==> src/rtl/tvx_pkg.sv <==
// ----------------------------------------------------------------------------
// tvx_pkg
// Shared types and constants of the two-arm reaction vertex block.
// ----------------------------------------------------------------------------
package tvx_pkg;

    localparam int POS_W      = 24;
    localparam int DIST_W     = 24;
    localparam int SIGMA_W    = 23;
    localparam int TRIG_W     = 18;

    localparam int CFG_IDX_W  = 3;
    localparam int CFG_DATA_W = 24;

    localparam logic [CFG_IDX_W-1:0] REG_LEFT_DISTANCE  = 3'd0;
    localparam logic [CFG_IDX_W-1:0] REG_RIGHT_DISTANCE = 3'd1;
    localparam logic [CFG_IDX_W-1:0] REG_LEFT_COS       = 3'd2;
    localparam logic [CFG_IDX_W-1:0] REG_LEFT_SIN       = 3'd3;
    localparam logic [CFG_IDX_W-1:0] REG_RIGHT_COS      = 3'd4;
    localparam logic [CFG_IDX_W-1:0] REG_RIGHT_SIN      = 3'd5;

    localparam logic signed [TRIG_W-1:0] COS_RESET = 18'sd65536;

    localparam int NUM_W     = 57;
    localparam int CR_W      = 32;
    localparam int DG_W      = 47;
    localparam int DIV_NUM_W = 63;
    localparam int DIV_DEN_W = 32;

    localparam int QUEUE_AW    = 2;
    localparam int QUEUE_DEPTH = 4;

    typedef struct packed {
        logic                    tracks_present;
        logic signed [POS_W-1:0] left_position;
        logic signed [POS_W-1:0] left_slope;
        logic [SIGMA_W-1:0]      left_slope_sigma;
        logic signed [POS_W-1:0] right_position;
        logic signed [POS_W-1:0] right_slope;
        logic [SIGMA_W-1:0]      right_slope_sigma;
        logic signed [POS_W-1:0] beam_x;
        logic signed [POS_W-1:0] beam_y;
        logic signed [POS_W-1:0] beam_slope_x;
        logic signed [POS_W-1:0] beam_slope_y;
    } tvx_item_t;

    typedef struct packed {
        logic signed [POS_W-1:0] vertex_x;
        logic signed [POS_W-1:0] vertex_y;
        logic signed [POS_W-1:0] vertex_z;
        logic signed [POS_W-1:0] angle_x;
        logic signed [POS_W-1:0] angle_y;
        logic                    status;
    } tvx_result_t;

    typedef struct packed {
        logic [DIST_W-1:0]        left_distance;
        logic [DIST_W-1:0]        right_distance;
        logic signed [TRIG_W-1:0] left_cos;
        logic signed [TRIG_W-1:0] left_sin;
        logic signed [TRIG_W-1:0] right_cos;
        logic signed [TRIG_W-1:0] right_sin;
    } tvx_cfg_t;

    typedef struct packed {
        logic signed [POS_W-1:0] x;
        logic signed [POS_W-1:0] y;
        logic signed [POS_W-1:0] slope_x;
        logic signed [POS_W-1:0] slope_y;
    } tvx_beam_t;

    typedef struct packed {
        logic signed [NUM_W-1:0] num;
        logic signed [CR_W-1:0]  cr;
        logic [DG_W-1:0]         dg;
    } tvx_arm_t;

    typedef struct packed {
        tvx_arm_t  arm_l;
        tvx_arm_t  arm_r;
        tvx_beam_t beam;
    } tvx_job_t;

    typedef struct packed {
        logic full;
        logic empty;
    } tvx_queue_stat_t;

endpackage

==> src/rtl/tvx_fifo.sv <==
// ----------------------------------------------------------------------------
// tvx_fifo
// Short queue of geometry results between the front and the back.
// ----------------------------------------------------------------------------
module tvx_fifo (
    input  logic                     clk,
    input  logic                     rst_n,
    input  logic                     push,
    input  tvx_pkg::tvx_job_t        push_data,
    input  logic                     pop,
    output tvx_pkg::tvx_job_t        pop_data,
    output tvx_pkg::tvx_queue_stat_t stat
);
    import tvx_pkg::*;

    tvx_job_t            mem_reg [QUEUE_DEPTH];
    logic [QUEUE_AW-1:0] wr_ptr_reg;
    logic [QUEUE_AW-1:0] rd_ptr_reg;
    logic [QUEUE_AW:0]   count_reg;
    logic [QUEUE_AW:0]   count_next;

    assign stat.full  = count_reg == (QUEUE_AW+1)'(QUEUE_DEPTH);
    assign stat.empty = count_reg == '0;
    assign pop_data   = mem_reg[rd_ptr_reg];

    always_comb
    begin
        count_next = count_reg;
        if (push && !pop)
        begin
            count_next = count_reg + 1'b1;
        end
        else if (pop && !push)
        begin
            count_next = count_reg - 1'b1;
        end
    end

    always_ff @(posedge clk or negedge rst_n)
    begin
        if (!rst_n)
        begin
            wr_ptr_reg <= '0;
            rd_ptr_reg <= '0;
            count_reg  <= '0;
        end
        else
        begin
            if (push)
            begin
                wr_ptr_reg <= wr_ptr_reg + 1'b1;
            end
            if (pop)
            begin
                rd_ptr_reg <= rd_ptr_reg + 1'b1;
            end
            count_reg <= count_next;
        end
    end

    always_ff @(posedge clk)
    begin
        if (push)
        begin
            mem_reg[wr_ptr_reg] <= push_data;
        end
    end

endmodule

==> config.mk <==
export PLATFORM = sky130hd
export DESIGN_NAME = tvx_fifo
export DESIGN_NICKNAME = d
export VERILOG_FILES = /design/src/rtl/tvx_pkg.sv /design/src/rtl/tvx_fifo.sv
export SDC_FILE = /design/constraint.sdc
export NUM_CORES = 1
export LEC_CHECK = 0
export BUFFER_PORTS_ARGS = -buffer_cell sky130_fd_sc_hd__buf_2
export CORE_ASPECT_RATIO = 0.9
export CORE_UTILIZATION = 45
export DETAILED_ROUTE_END_ITERATION = 10
export GPL_TIMING_DRIVEN = 0
export HOLD_SLACK_MARGIN = 0.15
export SETUP_SLACK_MARGIN = 0.05
export SLEW_MARGIN = 0
export SYNTH_ARGS = -nofsm -noshare
export SYNTH_HDL_FRONTEND = slang
export SYNTH_SLANG_ARGS = --single-unit
==> constraint.sdc <==
create_clock -name clk -period 12.5 [get_ports clk]
set_input_delay 2.5 -clock clk [delete_from_list [all_inputs] [get_ports clk]]
set_output_delay 2.5 -clock clk [all_outputs]
set_load 0.01 [all_outputs]
## After elaboration in Yosys (flattened, before gate mapping)

Memory sizes are Yosys's and may differ from the RTL's.
Cells that the tools add are included.
W data, S select, Z words.

- Logic and storage cells: 19
- Bits in registers: 7
- Memory bits (writable): 1472
- Output and inout port bits: 370
- Memories kept: 1
- Input port bits: 372

Memory list:

| memory | words | bits a word | read ports | clocked after memory_dff | wr ports | line | text |
|---|---|---|---|---|---|---|---|
| mem_reg | 4 | 368 | 1 | 0 | 1 | tvx_fifo.sv:16 | `tvx_job_t mem_reg [QUEUE_DEPTH];` |

- Equality and inequality tests: 1
- Reductions and logical operators: 6
- $add $sub $neg: 4
- Muxes and demuxes: 4

Operators by type and width:

| kind | count |
|---|---|
| $mux W3 | 2 |
| $add A2 B1 Y2 const B | 2 |
| $add A3 B1 Y3 const B | 1 |
| $eq A3 B3 Y1 const B | 1 |
| $logic_not A3 Y1 | 1 |
| $sub A3 B1 Y3 const B | 1 |
| $logic_and A1 B1 Y1 | 2 |
| $logic_not A1 Y1 | 2 |
| $mux W1 | 2 |
| $reduce_bool A2 Y1 | 1 |

## Longest topological paths before layout

- Depth after elaboration: 4
- Mapped depth: 7
- Depth with buffers taken out: 7

## Worst setup path after synthesis

Ideal clock, no wire load.

- Path kind: input -> register
- From: in push
- To: mem mem_reg[1][0] in the netlist's numbering, enable pin
- Buffers on the path: 0
- Data required time: 11.724 ns
- Slack: 0.942 ns
- Data arrival time: 10.782 ns
- Stages on the path: 1
- Setup time: 0.776 ns
- Cell sequence: and2_1

- Cells in the longest elaborated chain, start to end: 2

Ends and longest elaborated chain:

| item | line | text |
|---|---|---|
| start, declared | tvx_fifo.sv:8 | `input logic push,` |
| $mux W1 | tvx_fifo.sv:63 | `if (push)` |
| $mux W1 (not written as such) | tvx_fifo.sv:65 | `mem_reg[wr_ptr_reg] <= push_data;` |
| end, declared | tvx_fifo.sv:16 |  |

No other way between the ends.

==> implementation parameters <==
Parameter                              Value

Run status
  Result of the run    finished clean

CTS
  CTS H-Tree Depth    4
  Worst-Skew Late Latency    0.79 ns
  Post-cts gate resize count    0
  TritonCTS clock tree    built
  Postcts setup bufs    0
  Post-CTS clock slew at the launch and capture registers of the worst setup and hold paths    0.06 ns
  Number of sinks on the clock net    about 1500
  Worst-case clock buffer depth    3
  Number of clock buffers inserted by TritonCTS    about 150
  Hold-fix buffer count after cts    0
  Root cell of the clock tree    sky130_fd_sc_hd__clkbuf_16

Synthesis
  Sequential cell area fraction in the yosys report    83.0%
  Yosys warns    0
  Average footprint of a synthesized cell    27.4 sq um
  Summed instance area of the synthesized netlist    0.0535 sq mm
  Biggest area consumer among synthesized cells    sky130_fd_sc_hd__edfxtp_1
  Dominant combinational cell family by area after synthesis    multiplexers
  Synth cell types    19
  Largest cells by area after synthesis    sky130_fd_sc_hd__edfxtp_1, sky130_fd_sc_hd__mux4_2, sky130_fd_sc_hd__buf_6, sky130_fd_sc_hd__buf_2, sky130_fd_sc_hd__dfrtp_1
  Mux contribution to synthesized area    about 16%
  Synth top cells by count    sky130_fd_sc_hd__edfxtp_1, sky130_fd_sc_hd__mux4_2, sky130_fd_sc_hd__buf_2
  Post-synth ARST share    0.473%
  Share of the synthesized area in the top cell type    82.6%
  Adder and majority cell fraction of the synthesized area    0.154%
  Area share of xor/xnor cells in the synthesized design    0.0982%
  Simple-gate area share of the yosys netlist    0.0912%
  Synth Flop Type    sky130_fd_sc_hd__edfxtp_1
  Leading cell type by number of instances after synthesis    sky130_fd_sc_hd__edfxtp_1
  Complex-gate fraction of the synthesized area    less than 1%
  Number of register bits inferred by synthesis    1479
  Net count after synthesis    between 2000 and 2500
  Number of enable-type register cells in the synthesized netlist    between 1000 and 1500
  Count of mapped cells out of synthesis    1956

Layout
  Share of final-layout standard cells stronger than drive strength 1    a little under half
  Sequential cell area in the final layout    between 0.04 and 0.05 sq mm
  Filler cell count    8781
  Number of flip-flops under the largest register name    1472
  Multi-input gate area in the final layout    0.00850 sq mm
  Layout area overhead    20.8%
  Nets@finish    3252

STA
  Setup slack of the critical path after layout    6.69 ns
  Highest clock frequency the design can meet    about 170 MHz
  Min Tclk post-route    just under 6 ns
  Final hold violation count    0
  Setup repair after global routing missed its margin    false
  Worst clock skew    about 0.017 ns
  Worst Tran Pin Value    0.937 ns
  Final Max Tran Viols    0
  Fraction of the cycle the final worst path needs    46.5%
  Count of final setup violators    0
  Max-slew headroom at the worst pin    37.5%

Pwr
  P per Cell Area    241 mW/mm^2
  Final Power    15.6 mW
  Maximum vdd ir drop    0.164 mV
  Leakage    21.9 nW

Setup path
  Worst Path Class, Setup    reg -> out
  Most common cell on crit path    sky130_fd_sc_hd__buf_2
  Worst-path fanout max    10
  Series of cell instances along the critical path    buf_2 > clkbuf_1 > buf_2 > mux4_2 > buf_2
  Max stage delay on crit path    about 0.6 ns
  Worst Path Arrival    3.31 ns
  Type of element capturing the critical path    primary output
  Startpoint types    flop
  Data required, critical path    10.00 ns
  Cell with the largest stage delay on the worst path    sky130_fd_sc_hd__clkbuf_1

Flow run
  Max capacitance violation total    0

Detailed routing
  Via total after detailed routing    ~24000
  Number of nets still failing antenna checks after routing    0
  DRC violation count after routing    0
  Initial DRC count    1613
  First-pass iteration count of the detailed router    5
  Vias per cell    5.26
  Detail-routed net length per standard cell    25.4 um
  Routed Wire Length    approximately 120 mm

Die
  I/O pin total    742
  Horizontal extent of the die    365 um
  Die outline area    0.120 sq mm
  Floorplan Core Area    0.117 sq mm
  Initial standard-cell utilization of the core    45.5%
  Placement row count    119
  Vert. Die Dim    about 330 um

Placed design
  Port Buf Inserts    741
  Global placer's final weighted congestion    0.746
  HPWL Detailed    78.2 mm
  Worst setup timing slack at the placement stage    7.34 ns

Global routing
  Global router's overall resource usage    about 20%
  Wire length of the first global-routing pass    169 mm
  Initial antenna violation count    52
  Number of global-route vias before repair    25719
  Pin count of the biggest net entering global routing    58
  Total overflow reported by the global router    0

Min path
  Tightest Hold Check Type    reg -> reg
power breakdown:
| part | leakage [nW] | switching (mW) | internal (mW) |
|---|---|---|---|
| Sequential | 13.6 | 0.171 | 6.47 |
| Clock | 2.27 | 1.83 | 2.38 |
| Combinational | 6.07 | 2.68 | 2.07 |
| Total | 21.9 | 4.68 | 10.9 |
path summary, 6_finish.rpt:
path	from	end	slack, ns	depth (start not counted)
max	rd_ptr_reg[1]	pop_data[243]	6.69	5
min	count_reg[2]	count_reg[2]	0.50	1
max reg2reg	wr_ptr_reg[0]	mem_reg[2][195]	9.60	6
min reg2reg	count_reg[2]	count_reg[2]	0.50	1
max in group asynchronous	rst_n	count_reg[0]	10.80	1
min in group asynchronous	rst_n	count_reg[1]	1.54	1
cells by family after synthesis:
kind of cell	Yosys count
adder cells (fa/ha/maj)	6
XOR/XNOR	6
AND/OR/NAND/NOR	9
flip-flops	1479
AO/OA/AOI/OAI	1
buffers and inverters	86
multiplexers	369
critical path, delay by kind of cell, from the launching register on:
kind	cells	cell delay, ns
buffers and inverters	4	1.69
multiplexers	1	0.51
flip-flops	1	0.31
layout by cell type, fill, tap and decap left out, types with 3 or more instances in the layout:
cell type | netlist | layout
sky130_fd_sc_hd__edfxtp_1 | 1472 | 1472
sky130_fd_sc_hd__buf_2 | 40 | 781
sky130_fd_sc_hd__mux4_2 | 368 | 368
sky130_fd_sc_hd__clkbuf_16 | 0 | 149
sky130_fd_sc_hd__clkinv_1 | 0 | 39
sky130_fd_sc_hd__buf_6 | 34 | 34
sky130_fd_sc_hd__clkbuf_1 | 7 | 33
sky130_fd_sc_hd__clkinv_2 | 0 | 28
sky130_fd_sc_hd__buf_16 | 0 | 27
sky130_fd_sc_hd__diode_2 | 0 | 22
sky130_fd_sc_hd__bufinv_16 | 0 | 8
sky130_fd_sc_hd__inv_6 | 0 | 7
sky130_fd_sc_hd__dfrtp_1 | 7 | 7
sky130_fd_sc_hd__ha_1 | 5 | 5
sky130_fd_sc_hd__inv_16 | 0 | 5
sky130_fd_sc_hd__inv_1 | 4 | 4
sky130_fd_sc_hd__and2_4 | 0 | 4
sky130_fd_sc_hd__xor2_1 | 4 | 4
sky130_fd_sc_hd__clkinvlp_4 | 0 | 4
sky130_fd_sc_hd__clkinv_8 | 0 | 3
through the flow:
step / hold WS [ns] / TNS, ns / instance area (sq um) / util [%] / cells
after CTS: 0.500 / 0 / 64600 / 55.0 / 4568
after global placement: 0.477 / -8829.46 / 59200 / 50.4 / 4270
after detailed placement: 0.488 / 0 / 59900 / 51.0 / 4297
after floorplan: 0.456 / 0 / 53500 / - / 1956
after global routing: 0.521 / 0 / 64600 / 55.0 / 4577
final: 0.499 / 0 / 64600 / 55.0 / 4590
final cells by class:
| cell class | count | area share, % |
|---|---|---|
| Antenna cell | 22 | 0.0852 |
| Buffer | 82 | 0.955 |
| Clock buffer | 175 | 5.92 |
| Clock inverter | 96 | 1.25 |
| Inverter | 4 | 0.0232 |
| Multi-Input combinational cell | 391 | 13.2 |
| Sequential cell | 1479 | 68.7 |
| Tap cell | 1573 | 3.05 |
| Timing Repair Buffer | 768 | 6.89 |
per-layer routing:
metal / track usage (%) / vias to the layer above / share of wire (%)
li1: - / 10486 / -
met2: 32.6 / 695 / 52
met3: 7.56 / 217 / 8.7
met5: 0 / - / 0.30
met4: 6.29 / 54 / 2.2
met1: 23.4 / 12714 / 37
Note: power is estimated with default switching activity, not from simulation.
